[src/rtl/fbpa_pkg.sv]
// shared constants, status codes and controller/datapath interface types for the pool allocator
package fbpa_pkg;

    localparam int MAX_CHUNKS_DEF   = 1024;
    localparam int HEADER_BYTES_DEF = 16;

    localparam int ADDR_W    = 48;
    localparam int ITEM_W    = 17;
    localparam int COUNT_W   = 11;
    localparam int STATUS_W  = 3;
    localparam int CFG_IDX_W = 2;

    localparam int ITEM_MAX_VAL = 65536;
    localparam int COUNT_RESET  = 1024;

    localparam logic [ITEM_W-1:0] ITEM_MAX   = ITEM_W'(ITEM_MAX_VAL);
    localparam logic [ITEM_W-1:0] ITEM_MIN   = ITEM_W'(1);
    localparam logic [ITEM_W-1:0] ITEM_RESET = ITEM_W'(64);

    localparam logic [CFG_IDX_W-1:0] CFG_BASE  = CFG_IDX_W'(0);
    localparam logic [CFG_IDX_W-1:0] CFG_ITEM  = CFG_IDX_W'(1);
    localparam logic [CFG_IDX_W-1:0] CFG_COUNT = CFG_IDX_W'(2);

    localparam logic FUNC_ALLOC   = 1'b0;
    localparam logic FUNC_RELEASE = 1'b1;

    typedef enum logic [STATUS_W-1:0] {
        ST_GRANTED    = 3'd0,
        ST_EXHAUSTED  = 3'd1,
        ST_RELEASED   = 3'd2,
        ST_OUTSIDE    = 3'd3,
        ST_MISALIGNED = 3'd4,
        ST_NONE_OUT   = 3'd5
    } status_t;

    // commands from the controller to the datapath
    typedef struct packed {
        logic    load_item;
        logic    alloc_take;
        logic    grant_mul;
        logic    end_mul;
        logic    end_add;
        logic    div_start;
        logic    push;
        logic    res_load;
        status_t res_status;
    } cmd_t;

    // status from the datapath to the controller
    typedef struct packed {
        logic stack_nonempty;
        logic fresh_avail;
        logic outside;
        logic in_header;
        logic none_out;
        logic div_done;
        logic rem_zero;
    } stat_t;

endpackage

[src/rtl/fbpa_ctrl.sv]
// controller state machine: sequences allocate and release words and the result handshake
module fbpa_ctrl import fbpa_pkg::*; (
    input  logic  aclk,
    input  logic  aresetn,
    input  logic  in_valid,
    input  logic  in_func,
    output logic  in_ready,
    output logic  out_valid,
    input  logic  out_ready,
    input  stat_t stat,
    output cmd_t  cmd
);

    typedef enum logic [3:0] {
        S_IDLE,
        S_A_SEL,
        S_A_WAIT,
        S_A_MUL,
        S_R_MUL,
        S_R_END,
        S_R_CHK,
        S_R_DIV,
        S_R_DEC,
        S_RESULT
    } state_t;

    state_t  state_reg;
    state_t  state_next;
    status_t status_reg;
    status_t status_next;
    logic    out_valid_reg;
    logic    slot_free;

    assign slot_free = !out_valid_reg || out_ready;

    always_comb begin
        state_next     = state_reg;
        status_next    = status_reg;
        cmd            = '0;
        cmd.res_status = status_reg;
        case (state_reg)
            S_IDLE: begin
                if (in_valid) begin
                    cmd.load_item = 1'b1;
                    state_next    = (in_func == FUNC_RELEASE) ? S_R_MUL : S_A_SEL;
                end
            end
            S_A_SEL: begin
                if (stat.stack_nonempty || stat.fresh_avail) begin
                    cmd.alloc_take = 1'b1;
                    state_next     = S_A_WAIT;
                end else begin
                    status_next = ST_EXHAUSTED;
                    state_next  = S_RESULT;
                end
            end
            S_A_WAIT: begin
                state_next = S_A_MUL;
            end
            S_A_MUL: begin
                cmd.grant_mul = 1'b1;
                status_next   = ST_GRANTED;
                state_next    = S_RESULT;
            end
            S_R_MUL: begin
                cmd.end_mul = 1'b1;
                state_next  = S_R_END;
            end
            S_R_END: begin
                cmd.end_add = 1'b1;
                state_next  = S_R_CHK;
            end
            S_R_CHK: begin
                if (stat.outside) begin
                    status_next = ST_OUTSIDE;
                    state_next  = S_RESULT;
                end else if (stat.in_header) begin
                    status_next = ST_MISALIGNED;
                    state_next  = S_RESULT;
                end else begin
                    cmd.div_start = 1'b1;
                    state_next    = S_R_DIV;
                end
            end
            S_R_DIV: begin
                if (stat.div_done) begin
                    state_next = S_R_DEC;
                end
            end
            S_R_DEC: begin
                if (!stat.rem_zero) begin
                    status_next = ST_MISALIGNED;
                end else if (stat.none_out) begin
                    status_next = ST_NONE_OUT;
                end else begin
                    cmd.push    = 1'b1;
                    status_next = ST_RELEASED;
                end
                state_next = S_RESULT;
            end
            S_RESULT: begin
                if (slot_free) begin
                    cmd.res_load = 1'b1;
                    state_next   = S_IDLE;
                end
            end
            default: begin
                state_next = S_IDLE;
            end
        endcase
    end

    always_ff @(posedge aclk) begin
        if (!aresetn) begin
            state_reg     <= S_IDLE;
            status_reg    <= ST_GRANTED;
            out_valid_reg <= 1'b0;
        end else begin
            state_reg  <= state_next;
            status_reg <= status_next;
            if (cmd.res_load) begin
                out_valid_reg <= 1'b1;
            end else if (out_ready) begin
                out_valid_reg <= 1'b0;
            end
        end
    end

    assign in_ready  = (state_reg == S_IDLE);
    assign out_valid = out_valid_reg;

`ifndef SYNTHESIS
    a_load_slot_free: assert property (@(posedge aclk) disable iff (!aresetn)
        cmd.res_load |-> slot_free)
        else $error("result register overwritten before it was taken");
    a_one_at_a_time: assert property (@(posedge aclk) disable iff (!aresetn)
        (in_valid && in_ready) |=> !in_ready)
        else $error("second word accepted while one is in progress");
    a_push_checked: assert property (@(posedge aclk) disable iff (!aresetn)
        cmd.push |-> (stat.rem_zero && !stat.none_out))
        else $error("chunk pushed without a clean boundary or with none outstanding");
`endif

endmodule

[config.mk]
export PLATFORM = sky130hd
export DESIGN_NAME = fbpa_ctrl
export DESIGN_NICKNAME = d
export VERILOG_FILES = /design/src/rtl/fbpa_pkg.sv /design/src/rtl/fbpa_ctrl.sv
export SDC_FILE = /design/constraint.sdc
export NUM_CORES = 1
export LEC_CHECK = 0
export BUFFER_PORTS_ARGS = -buffer_cell sky130_fd_sc_hd__buf_4
export CORE_MARGIN = 4
export CORE_UTILIZATION = 46
export DETAILED_ROUTE_END_ITERATION = 8
export PLACE_DENSITY = 0.85
export RECOVER_POWER = 100
export SYNTH_ARGS = -nofsm -noshare
export SYNTH_HDL_FRONTEND = slang
export SYNTH_SLANG_ARGS = --single-unit
[constraint.sdc]
create_clock -name aclk -period 2 [get_ports aclk]
set_input_delay 0.2 -clock aclk [delete_from_list [all_inputs] [get_ports aclk]]
set_output_delay 0.2 -clock aclk [all_outputs]
set_load 0.02 [all_outputs]
# ---- Yosys cells after proc, flatten, opt, wreduce, memory -nomap -nowiden
# Index checks and enable logic that the tools add are counted.
dict set report word_totals {
  register_bits 8
  inputBits 12
  output_inout_bits 13
}
dict set report classes {
  eq_ne 14
  mux 31
  reduce_logical 9
}
# operator count
set ops {}
lappend ops {{4-bit case mux with 9 select lines} 1}
lappend ops {{4-bit 2-to-1 mux} 6}
lappend ops {{3-bit 2-to-1 mux} 6}
lappend ops {{1-bit 2-to-1 mux} 17}
lappend ops {{4-bit by 3-bit == test with 1-bit output, second input constant} 4}
lappend ops {{3-bit case mux with 4 select lines} 1}
lappend ops {{4-bit by 2-bit == test with 1-bit output, second input constant} 2}
lappend ops {{4-bit == test, second input constant} 2}
lappend ops {{2-bit != test, second input constant} 4}
lappend ops {{3-bit AND reduction} 2}
lappend ops {{4-bit by 1-bit == test with 1-bit output, second input constant} 1}
lappend ops {{4-bit logical NOT} 1}
lappend ops {{4-bit nonzero test} 1}
lappend ops {{3-bit != test, second input constant} 1}
lappend ops {{1-bit logical OR} 2}
lappend ops {{2-bit nonzero test} 1}
lappend ops {{2-bit OR reduction} 1}
lappend ops {{1-bit logical NOT} 1}

# ---- Longest topological paths before layout
dict set report depth {
  word_depth 5
  mapped_depth 6
  ltp_nobuf 5
}

# ---- Worst setup path after synthesis
# No wires, ideal clock.
dict set report synth_path {
  kind {register -> output}
  start {register state_reg[2]}
  end {output cmd[10] (netlist bit)}
  arrival_ns 1.525
  path_slack_ns 0.275
  stages_incl_launch_ff 5
  path_cell_list {dfxtp_1 -> buf_4 -> or2_1 -> nor3_1 -> and2_1}
}
# item line_no
set synth_rtl {}
lappend synth_rtl {{start, declared} fbpa_ctrl.sv:27} ;# state_t state_reg;
lappend synth_rtl {{start signal, assigned} fbpa_ctrl.sv:119} ;# state_reg <= state_next;
lappend synth_rtl {{end, declared} fbpa_ctrl.sv:11} ;# output cmd_t cmd

==> impl_metrics.toml <==
[final_layout]
design_area_sq_um = 784.5
ff_latch_area_sq_um = 162.7
drive_gt1_share_pct = 25.00
n_antenna_cell = 0
largest_reg_flops = 4
instances_no_fill = 119
areaGrowthSynthToFinish_pct = 22.46
multi_input_comb_area_sq_um = 415.4
fillers = 133
layout.nets = 118

[logic_synthesis]
yosys_most_used_dff = "dfxtp_1"
yosysWarnings = 0
synthCells = 82
synth.top_cell.area_share_pct = 25.00
ys_top_cells_by_area = "dfxtp_1 (25%), nor3_1 (7.0%), nor2_1 (7.0%)"
synth_edf_count = 0
synth_largest_area_cell = "dfxtp_1"
synthesis.area_sq_um = 640.6
avgSynthCellArea_sq_um = 7.812
ys_seq_area_share_pct = 25.00
synth.distinct_cells = 37
synth_nets = 94
synth-async-reset-ratio_pct = 0
ys_ff_latch = 8

[global_route]
antenna_found_initial = 0
met2_usage_pct = 26.84
grt_util_met3_pct = 5.578
grt_pass1_wl_um = 2608
grt_use_met1_pct = 20.14
track_usage_pct = 17.51
grt_max_degree = 19
grt_pass1_vias = 623
grt.busiest_layer = "met2"
grt_overflow = 0

[worst_setup_path]
end_kind = "primary output"
cpMaxStageDelayCell = "or4b_4"
crit_path_max_fanout = 11
cp-start-kind = "register"
critPathRequiredTime_ns = 1.80
crit_buf_inv = 1
cp_cell_sequence = "or4b_4 > nor3b_2 > buf_4"
arrival_ns = 1.66
cpLargestDelayFamily = "simple AND/OR/NAND/NOR gates"
worst-setup-path-type = "register to primary output"
critical-path-max-stage-delay_ns = 0.53

[die]
rows = 13
core_sq_mm = 0.001301
die_w_um = 45.32
io_pins = 25
die-height_um = 45.32
start_util_pct = 49.23
die_area_sq_mm = 0.002054

[clock_network]
cts.htree.levels = 1
root_buffer = "clkbuf_4"
clockBufferDepth = 2
cts_tree = "done"
numCtsBuffers = 3
clock-sinks = 8
cts-hold-fix-buffers = 0
clk_latency_ns = 0.26
clk_pin_slew_worst_paths_ns = 0.05

[placed_design]
port_buffers = 24
placed_area_sq_um = 808.3
place_congestion = 0.8537
post-dp-hpwl_um = 1215
placed_cells = 116

[sta]
worst_slew_pin_slew_ns = 0.3663
max_freq_mhz = 538.8
period_needed_ns = 1.856
drv_slew = 0
tns_ns = 0
period_share_pct = 92.80
slew_headroom_pct = 75.54
skew_ns = 0.002492
rsz0062_at_grt = "no"
setup_viol = 0
hold_viol_final = 0

[drt]
drt_wl_total_um = 1511
drt_iter0_drc = 9
via_per_inst = 5.471
wl_per_cell_um = 12.70
ant_nets = 0
dr.pass1.iters = 4
via_count = 651
drc = 0

[pwr]
p_per_area_mw_per_mm2 = 1238
vdd_drop_max_v = 0.0005334
leakage_uw = 0.0002939

[min_path]
worstHoldPathType = "input port to register"

[flow_run]
maxCapViolCount = 0

[run_status]
status = "complete, no violations"
[synth_stat cells (all sizes together), types with 2 or more instances]
library cell  number
clkbuf             2
nor2              12
a21oi              6
nor2b              5
buf                3
o21ai              3
dfxtp              8
nand2b             4
nor3b              2
inv                4
nand2              4
o21a               3
o221a              2
nor3               9
[metal layers]
layer / routed length (um) / part of all wire [%]
met3: 141 / 9.3
met2: 665 / 44
met1: 655 / 43
met4: 47 / 3.1
met5: 0 / 0
[area by class of cell]
cell class | instances | share of cell area (%)
Inverter | 4 | 1.914
Timing Repair Buffer | 24 | 19.14
Tap cell | 15 | 2.392
Clock buffer | 3 | 2.871
Multi-Input combinational cell | 65 | 52.95
Sequential cell | 8 | 20.73
[placed cells by master, fill, tap and decap left out, types with 2 or more instances in the layout]
cell / synthesis / final
clkbuf_1: 2 / 8
inv_1: 3 / 4
o21a_1: 3 / 3
nand2b_1: 3 / 3
nand2_1: 4 / 4
o21ai_0: 3 / 3
dfxtp_1: 8 / 6
buf_4: 1 / 16
dfxtp_2: 0 / 2
clkbuf_4: 0 / 3
nor2b_1: 4 / 5
nor3_1: 9 / 9
nor2_1: 12 / 12
a21oi_1: 5 / 6
[path summary, 6_finish.rpt]
path,startpoint,endpoint,slack [ns],depth (start not counted)
setup / recovery,state_reg[3],cmd[4],0.14,3
hold / removal,aresetn,state_reg[1],0.21,2
setup reg to reg,state_reg[3],status_reg[2],0.28,4
hold reg to reg,status_reg[2],status_reg[2],0.46,2
[what timing repair did]
item                                    in CTS  in global routing
endpoints found under the setup margin       0                  1
setup buffers                                0                  0
resized for setup                            0                  2
[per-stage QoR]
stage | total power, uW | hold slack (ns) | setup WS (ns) | utilization (%)
2_1_floorplan | 751.3 | 0.3175 | 0.2754 | -
3_3_place_gp | 898.3 | 0.4518 | 0.4121 | 62.12
3_5_place_dp | 909.5 | 0.4563 | 0.3599 | 62.12
4_1_cts | 1036 | 0.2071 | 0.09724 | 63.85
5_1_grt | 1059 | 0.2040 | 0.05112 | 60.29
6_report | 970.9 | 0.2132 | 0.1440 | 60.29
[cell families after synthesis]
group           count (synthesis)  share of synthesized area, %
simple gates                   41                         38.67
buf+inv                         9                         7.226
compound gates                 22                         25.78
flops                           8                         25.00
mux                             2                         3.320
[report_power, final]
| part | leakage, uW | internal (uW) | switching [uW] |
|---|---|---|---|
| Clock | 0.0000138 | 68.7 | 55.3 |
| Combinational | 0.000214 | 230 | 288 |
| Sequential | 0.0000659 | 208 | 121 |
| Total | 0.000294 | 507 | 464 |
(Power assumes the default switching activity.)
